### config.mk
export PLATFORM = sky130hd
export DESIGN_NAME = rational_to_continued_fraction_top
export DESIGN_NICKNAME = d
export VERILOG_FILES = /design/src/design/rcf_pkg.sv /design/src/design/rational_to_continued_fraction_top.sv /design/src/design/rcf_div.sv
export SDC_FILE = /design/constraint.sdc
export NUM_CORES = 1
export LEC_CHECK = 0
export BUFFER_PORTS_ARGS = -buffer_cell sky130_fd_sc_hd__buf_2
export CAP_MARGIN = 15
export CORE_MARGIN = 5
export CORE_UTILIZATION = 60
export DETAILED_ROUTE_END_ITERATION = 12
export GPL_TIMING_DRIVEN = 1
export PLACE_DENSITY = 0.86
export SYNTH_ARGS = -nofsm -noshare
export SYNTH_HDL_FRONTEND = slang
export SYNTH_SLANG_ARGS = --single-unit
### constraint.sdc
create_clock -name clk -period 9.3 [get_ports clk]
set_clock_uncertainty 0.05 [all_clocks]
set_input_delay 0.93 -clock clk [delete_from_list [all_inputs] [get_ports clk]]
set_output_delay 0.93 -clock clk [all_outputs]
set_load 0.01 [all_outputs]
### src/design/rcf_pkg.sv
// Package for the continued fraction expander: widths, sequencer codes and
// the request word passed from the sequencer to the shared divider.
// No dependencies.
package rcf_pkg;

    // Field widths
    localparam int VALUE_WIDTH = 32;
    localparam int DEN_WIDTH   = VALUE_WIDTH - 1;
    localparam int STEP_WIDTH  = $clog2(VALUE_WIDTH);
    localparam int LIMIT_WIDTH = 6;

    localparam logic [LIMIT_WIDTH-1:0] LIMIT_RESET = 6'd63;
    localparam logic [STEP_WIDTH-1:0]  STEP_FIRST  = STEP_WIDTH'(VALUE_WIDTH - 1);

    // Sequencer state codes
    localparam logic [1:0] ST_IDLE = 2'd0;
    localparam logic [1:0] ST_DIV  = 2'd1;
    localparam logic [1:0] ST_OUT  = 2'd2;

    // Request to the divider
    typedef struct packed {
        logic                   start;
        logic [VALUE_WIDTH-1:0] dividend;
        logic [DEN_WIDTH-1:0]   divisor;
    } div_req_t;

    // Result from the divider
    typedef struct packed {
        logic                   done;
        logic [VALUE_WIDTH-1:0] quotient;
        logic [DEN_WIDTH-1:0]   remainder;
    } div_rsp_t;

endpackage

### src/design/rational_to_continued_fraction_top.sv
// Top level of the continued fraction expander: term sequencer, sign fix-up
// and output register around the shared divider. Depends on rcf_pkg, rcf_div.
//
// Each fraction is expanded by the Euclidean algorithm with floor quotients,
// one term per division on a single serial divider that yields one quotient
// bit per clock. Each division runs one divide step per quotient bit, then
// the term is registered and offered until the consumer accepts it. The next
// division starts on the edge that accepts the word. A fraction gives at
// most 64 terms. A zero denominator gives a single error word, offered in
// the cycle after the fraction is taken. in_ready is high only while no
// fraction is in progress. term_limit may be written at any time the block
// is idle; cfg_ready is always high.
module rational_to_continued_fraction_top
    import rcf_pkg::*;
(
    input  logic                          clk,
    input  logic                          rst_n,
    // Input fractions
    input  logic                          in_valid,
    output logic                          in_ready,
    input  logic signed [VALUE_WIDTH-1:0] numerator,
    input  logic [DEN_WIDTH-1:0]          denominator,
    // Output terms
    output logic                          out_valid,
    input  logic                          out_ready,
    output logic signed [VALUE_WIDTH-1:0] term,
    output logic                          last_term,
    output logic                          truncated,
    output logic                          zero_denominator,
    // Term limit register
    input  logic                          cfg_valid,
    output logic                          cfg_ready,
    input  logic [LIMIT_WIDTH-1:0]        cfg_data
);

    logic [1:0]             state_reg, state_next;
    logic [LIMIT_WIDTH-1:0] limit_reg;
    logic [LIMIT_WIDTH-1:0] count_reg, count_next;
    logic                   neg_reg, neg_next;
    logic                   last_reg, last_next;
    logic [DEN_WIDTH-1:0]   p_reg, p_next;
    logic [DEN_WIDTH-1:0]   q_reg, q_next;

    logic [VALUE_WIDTH-1:0] term_reg, term_next;
    logic                   trunc_reg, trunc_next;
    logic                   zden_reg, zden_next;

    div_req_t               req;
    div_rsp_t               rsp;

    logic                   in_word;
    logic                   out_word;
    logic [VALUE_WIDTH-1:0] num_abs;
    logic                   rem_zero;
    logic                   cut;
    logic [VALUE_WIDTH-1:0] fixed_term;
    logic [DEN_WIDTH-1:0]   fixed_rem;

    assign in_word  = in_valid && (state_reg == ST_IDLE);
    assign out_word = out_ready && (state_reg == ST_OUT);
    assign num_abs  = numerator[VALUE_WIDTH-1] ? (VALUE_WIDTH'(0) - numerator)
                                               : numerator;

    // Floor correction for a negative first numerator
    assign rem_zero = (rsp.remainder == '0);
    always_comb
    begin
        if (neg_reg)
        begin
            fixed_term = rem_zero ? (VALUE_WIDTH'(0) - rsp.quotient) : ~rsp.quotient;
            fixed_rem  = rem_zero ? '0 : (q_reg - rsp.remainder);
        end
        else
        begin
            fixed_term = rsp.quotient;
            fixed_rem  = rsp.remainder;
        end
    end
    assign cut = !rem_zero && (count_reg == limit_reg);

    // Divider requests: first term on accept, later terms once a word leaves
    always_comb
    begin
        req.start    = 1'b0;
        req.dividend = {1'b0, p_reg};
        req.divisor  = q_reg;
        if (in_word)
        begin
            req.start    = (denominator != '0);
            req.dividend = num_abs;
            req.divisor  = denominator;
        end
        else if (out_word && !last_reg)
        begin
            req.start = 1'b1;
        end
    end

    rcf_div u_div (
        .clk   (clk),
        .rst_n (rst_n),
        .req   (req),
        .rsp   (rsp)
    );

    // Sequencer
    always_comb
    begin
        state_next = state_reg;
        count_next = count_reg;
        neg_next   = neg_reg;
        last_next  = last_reg;
        p_next     = p_reg;
        q_next     = q_reg;
        term_next  = term_reg;
        trunc_next = trunc_reg;
        zden_next  = zden_reg;
        unique case (state_reg)
            ST_IDLE:
            begin
                if (in_word)
                begin
                    count_next = '0;
                    neg_next   = numerator[VALUE_WIDTH-1];
                    q_next     = denominator;
                    if (denominator == '0)
                    begin
                        term_next  = '0;
                        trunc_next = 1'b0;
                        zden_next  = 1'b1;
                        last_next  = 1'b1;
                        state_next = ST_OUT;
                    end
                    else
                    begin
                        state_next = ST_DIV;
                    end
                end
            end
            ST_DIV:
            begin
                if (rsp.done)
                begin
                    term_next  = fixed_term;
                    trunc_next = cut;
                    zden_next  = 1'b0;
                    last_next  = rem_zero || cut;
                    neg_next   = 1'b0;
                    p_next     = q_reg;
                    q_next     = fixed_rem;
                    state_next = ST_OUT;
                end
            end
            ST_OUT:
            begin
                if (out_word)
                begin
                    if (last_reg)
                    begin
                        state_next = ST_IDLE;
                    end
                    else
                    begin
                        count_next = count_reg + 1'b1;
                        state_next = ST_DIV;
                    end
                end
            end
            default:
            begin
                state_next = ST_IDLE;
            end
        endcase
    end

    // Control state
    always_ff @(posedge clk or negedge rst_n)
    begin
        if (!rst_n)
        begin
            state_reg <= ST_IDLE;
            count_reg <= '0;
            neg_reg   <= 1'b0;
            last_reg  <= 1'b0;
        end
        else
        begin
            state_reg <= state_next;
            count_reg <= count_next;
            neg_reg   <= neg_next;
            last_reg  <= last_next;
        end
    end

    // Term limit register
    always_ff @(posedge clk or negedge rst_n)
    begin
        if (!rst_n)
        begin
            limit_reg <= LIMIT_RESET;
        end
        else if (cfg_valid && cfg_ready)
        begin
            limit_reg <= cfg_data;
        end
    end

    // Operands and output word
    always_ff @(posedge clk)
    begin
        p_reg     <= p_next;
        q_reg     <= q_next;
        term_reg  <= term_next;
        trunc_reg <= trunc_next;
        zden_reg  <= zden_next;
    end

    assign in_ready         = (state_reg == ST_IDLE);
    assign out_valid        = (state_reg == ST_OUT);
    assign term             = term_reg;
    assign last_term        = last_reg;
    assign truncated        = trunc_reg;
    assign zero_denominator = zden_reg;
    assign cfg_ready        = 1'b1;

endmodule

### src/design/rcf_div.sv
// Serial restoring divider: unsigned dividend over a positive divisor,
// one quotient bit per cycle. Depends on rcf_pkg.
module rcf_div
    import rcf_pkg::*;
(
    input  logic     clk,
    input  logic     rst_n,
    input  div_req_t req,
    output div_rsp_t rsp
);

    logic                   busy_reg, busy_next;
    logic                   done_reg, done_next;
    logic [STEP_WIDTH-1:0]  cnt_reg, cnt_next;
    logic [VALUE_WIDTH-1:0] rem_reg, rem_next;
    logic [VALUE_WIDTH-1:0] quo_reg, quo_next;
    logic [DEN_WIDTH-1:0]   dsr_reg, dsr_next;

    logic [VALUE_WIDTH-1:0] trial;
    logic [VALUE_WIDTH-1:0] dsr_ext;
    logic                   fits;

    // One shift-compare-subtract step
    assign trial   = {rem_reg[VALUE_WIDTH-2:0], quo_reg[VALUE_WIDTH-1]};
    assign dsr_ext = {1'b0, dsr_reg};
    assign fits    = (trial >= dsr_ext);

    always_comb
    begin
        busy_next = busy_reg;
        done_next = 1'b0;
        cnt_next  = cnt_reg;
        rem_next  = rem_reg;
        quo_next  = quo_reg;
        dsr_next  = dsr_reg;
        if (req.start)
        begin
            busy_next = 1'b1;
            cnt_next  = STEP_FIRST;
            rem_next  = '0;
            quo_next  = req.dividend;
            dsr_next  = req.divisor;
        end
        else if (busy_reg)
        begin
            rem_next = fits ? (trial - dsr_ext) : trial;
            quo_next = {quo_reg[VALUE_WIDTH-2:0], fits};
            cnt_next = cnt_reg - 1'b1;
            if (cnt_reg == '0)
            begin
                busy_next = 1'b0;
                done_next = 1'b1;
            end
        end
    end

    // Control
    always_ff @(posedge clk or negedge rst_n)
    begin
        if (!rst_n)
        begin
            busy_reg <= 1'b0;
            done_reg <= 1'b0;
            cnt_reg  <= '0;
        end
        else
        begin
            busy_reg <= busy_next;
            done_reg <= done_next;
            cnt_reg  <= cnt_next;
        end
    end

    // Datapath
    always_ff @(posedge clk)
    begin
        rem_reg <= rem_next;
        quo_reg <= quo_next;
        dsr_reg <= dsr_next;
    end

    assign rsp.done      = done_reg;
    assign rsp.quotient  = quo_reg;
    assign rsp.remainder = rem_reg[DEN_WIDTH-1:0];

endmodule

Word-level counts from Yosys, hierarchy flattened
Index checks and enable logic that the tools add are counted.
Word-level totals
  register bits after elaboration: 213
  bits of input ports: 74
  output and inout bits: 38
Cells by class
  $add $sub $neg: 6
  $lt $le $gt $ge: 1
  equality and inequality tests: 8
  mux-type cells: 48
  bitwise gates (word level): 1
  reduce and logical (&&, ||, !) cells: 20
Operators by type and width (count)
  two-way mux 32 bit: 8
  two-way mux 31 bit: 5
  one-hot mux 32 bit (2 select lines): 1
  subtractor 1 x 32 -> 32 bit (first input constant): 2
  two-way mux 63 bit: 1
  logical NOT 31 bit: 2
  one-hot mux 31 bit (2 select lines): 1
  subtractor 31 bit: 2
  greater-or-equal comparator 32 x 31 -> 1 bit: 1
  inverter 32 bit: 1
  nonzero test 31 bit: 1
  two-way mux 6 bit: 3
  two-way mux 1 bit: 17
  one-hot mux 6 bit (2 select lines): 1
  two-way mux 5 bit: 2
  two-way mux 2 bit: 4
  inequality test 2 x 1 -> 1 bit (second input constant): 4
  one-hot mux 1 bit (2 select lines): 4
  AND reduction 4 bit: 2
  adder 6 x 1 -> 6 bit (second input constant): 1
  equality test 6 bit: 1
  one-hot mux 2 bit (3 select lines): 1
  AND reduction 3 bit: 2
  nonzero test 2 bit: 3
  other kinds (10): 14

Logic depth before layout (Yosys ltp)
Gate-level depths: netlist (run 1).
  depth after elaboration: 6
  mapped depth: 14
  gate-level depth less buffers: 13

Modules after synthesis
From an unflattened synthesis (run 1), not the netlist that was laid out.
Second synthesis, totals
  cell total of the unflattened synthesis: 1519
  area total of the unflattened synthesis: 14044.7 sq um
Modules (own cells, without submodules)
  rational_to_continued_fraction_top: instances 1, cells each 942, area each 8135.3 sq um
  rcf_div: instances 1, cells each 577, area each 5909.4 sq um

Worst setup path before layout (run 1)
Ideal clock, no wire load.
  kind: register to register
  start point: register state_reg[1]
  end point: register term_reg[0], in the netlist term[0] (enable)
  arrival time: 3.194 ns
  required time: 8.861 ns
  slack: 5.667 ns
  stages on the path, launching flop included: 7
  buffers on the path: 1
  cell sequence: dfrtp_1 > nor2b_1 > clkbuf_1 > and2_1 > or2_2 > o21ai_0 > inv_1
On the way
  cells in the longest elaborated chain, start to end: 4
  elaborated cells between the ends (all ways): 8
  those cells by class: 4 x eq/ne; 4 x reduce/logical
RTL lines
  from (decl): line rational_to_continued_fraction_top.sv:36  | logic [1:0] state_reg, state_next;
  from (signal assigned): line rational_to_continued_fraction_top.sv:188  | state_reg <= state_next;
  logical NOT 2 bit: line rational_to_continued_fraction_top.sv:59, rational_to_continued_fraction_top.sv:118
  logical AND 1 bit: line rational_to_continued_fraction_top.sv:59  | assign in_word = in_valid && (state_reg == ST_IDLE);
  inequality test 2 x 1 -> 1 bit (no source line)
  AND reduction 4 bit (no source line) (*)
  to (signal assigned): line rational_to_continued_fraction_top.sv:213  | term_reg <= term_next;
  to (decl): line rational_to_continued_fraction_top.sv:44  | logic [VALUE_WIDTH-1:0] term_reg, term_next;
Every way passes the cells marked *; elsewhere a longest branch is shown, timed or not.
A chain may end at the register's enable or synchronous reset.

Worst setup path after layout (run 1)
  start point: input port denominator[27]
  end point: register u_div.quo_reg[2] (data pin)
On the way
  cells in the longest elaborated chain, start to end: 3
RTL lines
  from (decl): line rational_to_continued_fraction_top.sv:22  | input logic [DEN_WIDTH-1:0] denominator,
  nonzero test 31 bit: line rational_to_continued_fraction_top.sv:89  | req.start = (denominator != '0);
  two-way mux 1 bit: line rational_to_continued_fraction_top.sv:87  | if (in_word)
  two-way mux 32 bit: line rcf_div.sv:36  | if (req.start)
  named net u_div.quo_next[2]: line rcf_div.sv:16  | logic [VALUE_WIDTH-1:0] quo_reg, quo_next;
  to (signal assigned): line rcf_div.sv:78  | quo_reg <= quo_next;
  to (decl): line rcf_div.sv:16
The timed path passes the listed nets, and every way through them passes these cells.

==> flow_metrics.tcl, run 1 <==
set metrics [dict create \
    crit_slowest_cell "nor4_1" \
    post-route-drc-count 0 \
    syn_inst 1561 \
    synthSimpleGateAreaFrac_pct 17.4 \
    seqPwrFrac_pct 29.7 \
    grt_pass1_wl_um 61500 \
    synth_nets 1703 \
    routedWlPerCell_um 20.2 \
    max_slew_margin_pct 24.3 \
    numCtsBuffers 25 \
    min_period_ps 4140 \
    clock.fmax_mhz 242 \
    drive_gt1_share_pct 12.0 \
    initial_utilization_pct 61.1 \
    clock_sink_count 213 \
    reg2reg_from "u_div.rem_reg[0]" \
    async_flop_share_pct 10.8 \
    synth_seq_cells 213 \
    seq_area_um2 5980 \
    crit_path_end_kind "flop" \
    post-cts-setup-buffers 0 \
    cp_top_family "simple AND/OR/NAND/NOR gates" \
    postRouteAntennaNets 0 \
    postSynthAreaPerCell_um2 8.86 \
    dieArea_um2 26200 \
    final_util_pct 68.0 \
    synth_ff_type "edfxtp_1" \
    cts_max_path_buffers 3 \
    setup-tns-final_ps 0 \
    crit_buf_inv 4 \
    holdCritPathClass "in -> async" \
    switching_share_pct 44.7 \
    cp-startpoint "denominator[27]" \
    hold_buffers 0 \
    rsz0062_at_grt "false" \
    power.switching_w 0.00270 \
    drt-initial-drc-count 1560 \
    ctsRootBufferMaster "clkbuf_16" \
    power_frac_clock_pct 16.5 \
    core-area_um2 22600 \
    grt_pass1_vias 11900 \
    clkLatencyLatePin_ps 530 \
    finalMaxSlewViolations 0 \
    synth_top_family_by_area "compound AO/OA/AOI/OAI gates" \
    p_leak_nw 6.41 \
    viasPerCell 6.43 \
    hold_viol 0 \
    status "finished, final reports clean" \
    vdd_drop_max_uv 219 \
    setup_viol 0 \
    cts-htree-levels 1 \
    ios 112 \
    syn_area_um2 13800 \
    fp.dieH_um 162 \
    synthAdderAreaFrac_pct 6.26 \
    cp.arrival_ps 4330 \
    synth-compound-area-share_pct 19.2 \
    nFillCells 1790 \
    drv_cap 0 \
    crit_chain "buf_2 -> nor4_1 -> nand4_1 -> o21ai_0 -> nor2b_4 -> buf_4 -> inv_1 -> buf_4 -> o211ai_1 -> o21ai_0" \
    cts_tree "done" \
    overflow 0 \
    start_kind "primary input" \
    cts_resized 0 \
    multiInputGateArea_um2 7240 \
    power.internal_w 0.00334 \
    num_antenna_cells 0 \
    antenna_found_initial 0 \
    area_delta_synth_final_pct 11.4 \
    first_pass_iters 6 \
    synth-seq-area-share_pct 43.2 \
    muxShareOfSynthArea_pct 1.30 \
    critical_path_class "in -> reg" \
    worst_pin_slew_ps 1140 \
    power.share.combinational_pct 53.8 \
    synth_cell_types 74 \
    track_usage_pct 28.8 \
    port_buffers 110 \
    synth_xor_xnor_area_share_pct 7.98 \
    place_congestion 0.952 \
    worstPathMaxFanout 68 \
    chipWidth_um 162 \
    required_ps 9500 \
    final_nets 1776 \
    min_period_over_period_pct 44.5 \
    synth_warnings 0 \
    dp_hpwl_um 27900 \
    vias 12500 \
    powerDensity_nw_per_um2 392 \
    synth_edf_count 159 \
    num_rows 55 \
    wirelength_um 39100 \
    grt_max_degree 82 \
    clkTransAtPathRegs_ps 60 \
    critPathMaxStageDelay_ps 690 \
]
metal layers:
metal / part of all wire [%] / wire [um] / track usage [%]
met1: 40 / 15500 / 38.5
met2: 48 / 18600 / 49.0
met3: 8.9 / 3470 / 3.63
met4: 3.8 / 1480 / 9.73
met5: 0 / 0 / 0
layout by cell type, fill, tap and decap left out, types with 17 or more instances in the layout:
cell       netlist  layout
clkbuf_16        0      25
dfxtp_1         31      31
xor2_1          77      77
nor4_1          20      20
edfxtp_1       159     159
a21oi_1        127     127
a221oi_1        17      17
nor3_1          23      23
buf_2            0     110
ha_1            66      66
inv_1           91      90
dfrtp_1         17      17
o21ai_0        130     130
nand4_1         21      21
nand2_1        220     219
xnor2_1         49      49
a21o_1          25      25
nand3_1         29      29
nor2_1         162     161
cell type report:
cell class / instances / share of cell area [%]
multi-input combinational: 1179 / 47.0
sequential: 213 / 38.8
clock buffer: 38 / 4.57
timing repair buffer: 123 / 4.29
tap: 285 / 2.31
inverter: 92 / 2.24
clock inverter: 8 / 0.796
power by group through the flow:
stage	combinational (W)	clock (W)	sequential, W
after floorplan	0.00243	0	0.00169
after global placement	0.00306	0	0.00179
after detailed placement	0.00315	0	0.00180
after CTS	0.00318	0.00100	0.00178
after global routing	0.00358	0.00105	0.00182
final	0.00325	0.000997	0.00180
worst paths after layout:
kind / endpoint / slack [ps] / cells past startpoint
setup / recovery: u_div.quo_reg[2] / 5160 / 10
hold / removal: u_div.done_reg / 350 / 1
setup reg to reg: q_reg[26] / 5330 / 12
hold reg to reg: p_reg[0] / 440 / 0
max in group asynchronous: limit_reg[1] / 8470 / 1
min in group clk: p_reg[0] / 440 / 0
Yosys cell counts (all sizes together), types with 6 or more instances:
cell type / count / area (um2)
a211oi: 16 / 120
a21o: 25 / 188
a21oi: 127 / 636
a221oi: 17 / 149
a31oi: 15 / 93.8
and3: 8 / 50.1
clkbuf: 72 / 270
dfrtp: 17 / 425
dfstp: 6 / 158
dfxtp: 31 / 621
edfxtp: 159 / 4770
ha: 66 / 826
inv: 91 / 342
mux2: 8 / 90.1
mux2i: 9 / 90.1
nand2: 221 / 832
nand2b: 9 / 56.3
nand3: 29 / 145
nand4: 21 / 131
nor2: 162 / 608
nor2b: 8 / 50.1
nor3: 23 / 115
nor4: 20 / 125
o211ai: 14 / 105
o21a: 8 / 60.1
o21ai: 131 / 656
o21bai: 9 / 67.6
o31ai: 16 / 134
o41ai: 11 / 104
or2: 7 / 43.8
or3: 9 / 66.3
or4: 9 / 75.1
xnor2: 49 / 429
xor2: 77 / 674
stage by stage:
stage / hold slack (ps) / std cells / cell area [um2] / total power (W) / worst slack [ps]
floorplan: 376 / 1561 / 13800 / 0.00412 / 5670
global placement: 405 / 1890 / 14600 / 0.00485 / 4890
detailed placement: 408 / 1891 / 14600 / 0.00494 / 4750
CTS: 341 / 1937 / 15400 / 0.00597 / 5100
global route: 376 / 1938 / 15400 / 0.00644 / 4970
finish: 346 / 1938 / 15400 / 0.00604 / 5160
cells by family after synthesis:
| family | after synthesis |
|---|---|
| simple gates | 540 |
| other cells | 1 |
| compound gates | 427 |
| fa+ha+maj | 68 |
| xor+xnor | 126 |
| buf+inv | 169 |
| mux | 17 |
| flops | 213 |
(Power assumes the default switching activity.)
==> run 2, diff against run 1 <==
Settings changed: ABC_AREA from default to 1, PLACE_DENSITY 0.86 to 0.85.
Clock period 9.3 ns to 4.2 ns, I/O delays scaled along.
==> flow_metrics.tcl, run 2 <==
set metrics [dict create \
    design_area_um2 17900 \
    async_flop_share_pct 10.8 \
    clkLatencyLatePin_ps 540 \
    synth-compound-area-share_pct 9.02 \
    switching_share_pct 51.5 \
    ys_top_cells_by_area "edfxtp_1 29%, nand2_1 18%, inv_1 8.3%" \
    place_area_um2 17100 \
    routedWlPerCell_um 18.1 \
    cp.arrival_ps 3520 \
    muxShareOfSynthArea_pct 0.0685 \
    num_rows 60 \
    initial_utilization_pct 61.0 \
    seqPwrFrac_pct 25.7 \
    critPathMaxStageDelay_ps 460 \
    dieArea_um2 30800 \
    crit_path_end_kind "flop" \
    viasPerCell 5.68 \
    start_kind "flop" \
    grt_max_degree 64 \
    setup_viol 0 \
    fp.dieH_um 175 \
    drt-initial-drc-count 2162 \
    synth_edf_count 159 \
    max_slew_margin_pct 28.6 \
    min_period_over_period_pct 74.1 \
    final_cell_mix "778 x nand2_1, 360 x inv_1, 263 x nor2_1, 210 x nand3_1, 159 x edfxtp_1" \
    powerDensity_nw_per_um2 860 \
    worstPathMaxFanout 34 \
    overflow 0 \
    rsz0062_at_grt "false" \
    final_common_cell "nand2_1" \
    yosysTopAreaCell "edfxtp_1" \
    setup-tns-final_ps 0 \
    synth_nets 2585 \
    crit_slowest_cell "fa_1" \
    worst_pin_slew_ps 1070 \
    syn_inst 2443 \
    chipWidth_um 175 \
    port_buffers 110 \
    ctsRootBufferMaster "clkbuf_16" \
    clock_sink_count 213 \
    cts_tree "done" \
    min_period_ps 3110 \
    place_congestion 0.996 \
    critical_path_class "reg -> reg" \
    nFillCells 2465 \
    grt_pass1_vias 15200 \
    power.share.combinational_pct 61.2 \
    antenna_found_initial 1 \
    synthTopCellsByCount "779 x nand2_1, 362 x inv_1, 265 x nor2_1, 210 x nand3_1, 159 x edfxtp_1" \
    num_antenna_cells 0 \
    final_nets 2667 \
    p_leak_nw 8.96 \
    finalMaxSlewViolations 0 \
    synth_warnings 0 \
    synth-seq-area-share_pct 36.4 \
    grt_pass1_wl_um 81300 \
    power_frac_clock_pct 13.2 \
    first_pass_iters 6 \
    synth_cell_types 52 \
    clkTransAtPathRegs_ps 60 \
    post-route-drc-count 0 \
    track_usage_pct 33.0 \
    synthAdderAreaFrac_pct 5.27 \
    synth_seq_cells 213 \
    wirelength_um 52300 \
    synth.most_common_cell "nand2_1" \
    ios 112 \
    status "finished, final reports clean" \
    required_ps 4610 \
    syn_area_um2 16400 \
    area_delta_synth_final_pct 9.02 \
    cts_max_path_buffers 3 \
    vias 16400 \
    synthSimpleGateAreaFrac_pct 35.8 \
    cts_resized 0 \
    vdd_drop_max_uv 561 \
    synth_xor_xnor_area_share_pct 1.97 \
    drive_gt1_share_pct 10.3 \
    numCtsBuffers 24 \
    total_power_w 0.0154 \
    postRouteAntennaNets 0 \
    power.internal_w 0.00747 \
    cts-htree-levels 1 \
    hold_viol 0 \
    crit_chain "inv_1 -> ha_1 -> inv_1 -> fa_1 -> nand2_1 -> nand3_1 -> nand3_1 -> nand2_2 -> nand2_2 -> nand3_2 -> nand2_4 -> nand2_4 -> nand2_1 -> nand3_1 -> nand2_1" \
    synth_ff_type "edfxtp_1" \
    post-cts-setup-buffers 0 \
    synth_top_area_share_pct 29.1 \
    clock.fmax_mhz 321 \
    power.switching_w 0.00794 \
    holdCritPathClass "in -> reg" \
    dp_hpwl_um 41100 \
    synth_top_family_by_area "simple AND/OR/NAND/NOR gates" \
    drv_cap 0 \
    postSynthAreaPerCell_um2 6.73 \
    core-area_um2 27000 \
]
## run 2: worst paths after layout
path                                     endpoint  depth (start not counted)  slack [ps]              start
worst max-delay path            u_div.rem_reg[14]                         15        1090  u_div.quo_reg[31]
worst min-delay path                 limit_reg[0]                          3          60        cfg_data[0]
worst max register to register  u_div.rem_reg[14]                         15        1090  u_div.quo_reg[31]
worst min register to register       state_reg[0]                          1         440     u_div.done_reg
max in group asynchronous            limit_reg[5]                          2        3390              rst_n
min in group asynchronous        u_div.cnt_reg[3]                          2         340              rst_n
## run 2: metrics by stage
step                      cells  worst slack (ps)  hold WS (ps)  util [%]
after global routing       2884               867          69.7      66.5
after global placement     2839              1060           364      63.6
after floorplan            2443               419          74.4         -
final                      2884              1090          55.7      66.5
after detailed placement   2839              1080           374      63.6
after CTS                  2884              1140          47.8      66.5
## run 2: final cells by class
type | count | area (um2) | share of cell area, %
Clock buffer | 34 | 669 | 3.74
Timing Repair Buffer | 120 | 628 | 3.51
Multi-Input combinational cell | 1755 | 8580 | 47.9
Sequential cell | 213 | 5980 | 33.4
Inverter | 411 | 1550 | 8.63
Clock inverter | 10 | 86.3 | 0.482
Tap cell | 341 | 427 | 2.38
## run 2: cell families after synthesis
group | after synthesis
mux | 1
flops | 213
fa+ha+maj | 68
buf+inv | 475
other cells | 1
xor+xnor | 37
simple gates | 1380
compound gates | 268
## run 2: worst max-delay path: cells and delay by family (launching register included)
family	cells	cell delay [ps]
buffers and inverters	2	320
DFF	1	370
adders and majority gates	2	650
and+or+nand+nor	11	1620
## run 2: power groups by stage
stage / clock network, W / registers, W / logic [W]
after floorplan: 0 / 0.00375 / 0.00687
final: 0.00203 / 0.00395 / 0.00942
after global placement: 0 / 0.00395 / 0.00898
after CTS: 0.00203 / 0.00393 / 0.00924
after global routing: 0.00213 / 0.00401 / 0.0105
after detailed placement: 0 / 0.00396 / 0.00917
## run 2: per-layer routing
layer  global-route usage, %  share of wire (%)  vias up
li1                        -                  -     7980
met1                    45.2                 41     7486
met2                    54.4                 46      812
met3                    6.05                 10      103
met4                    8.93                3.0        2
met5                       0              0.025        -
## run 2: repair_timing
item,in CTS,in global routing
hold buffers,1,0
endpoints found under the setup margin,0,0
hold endpoints to repair,17,0
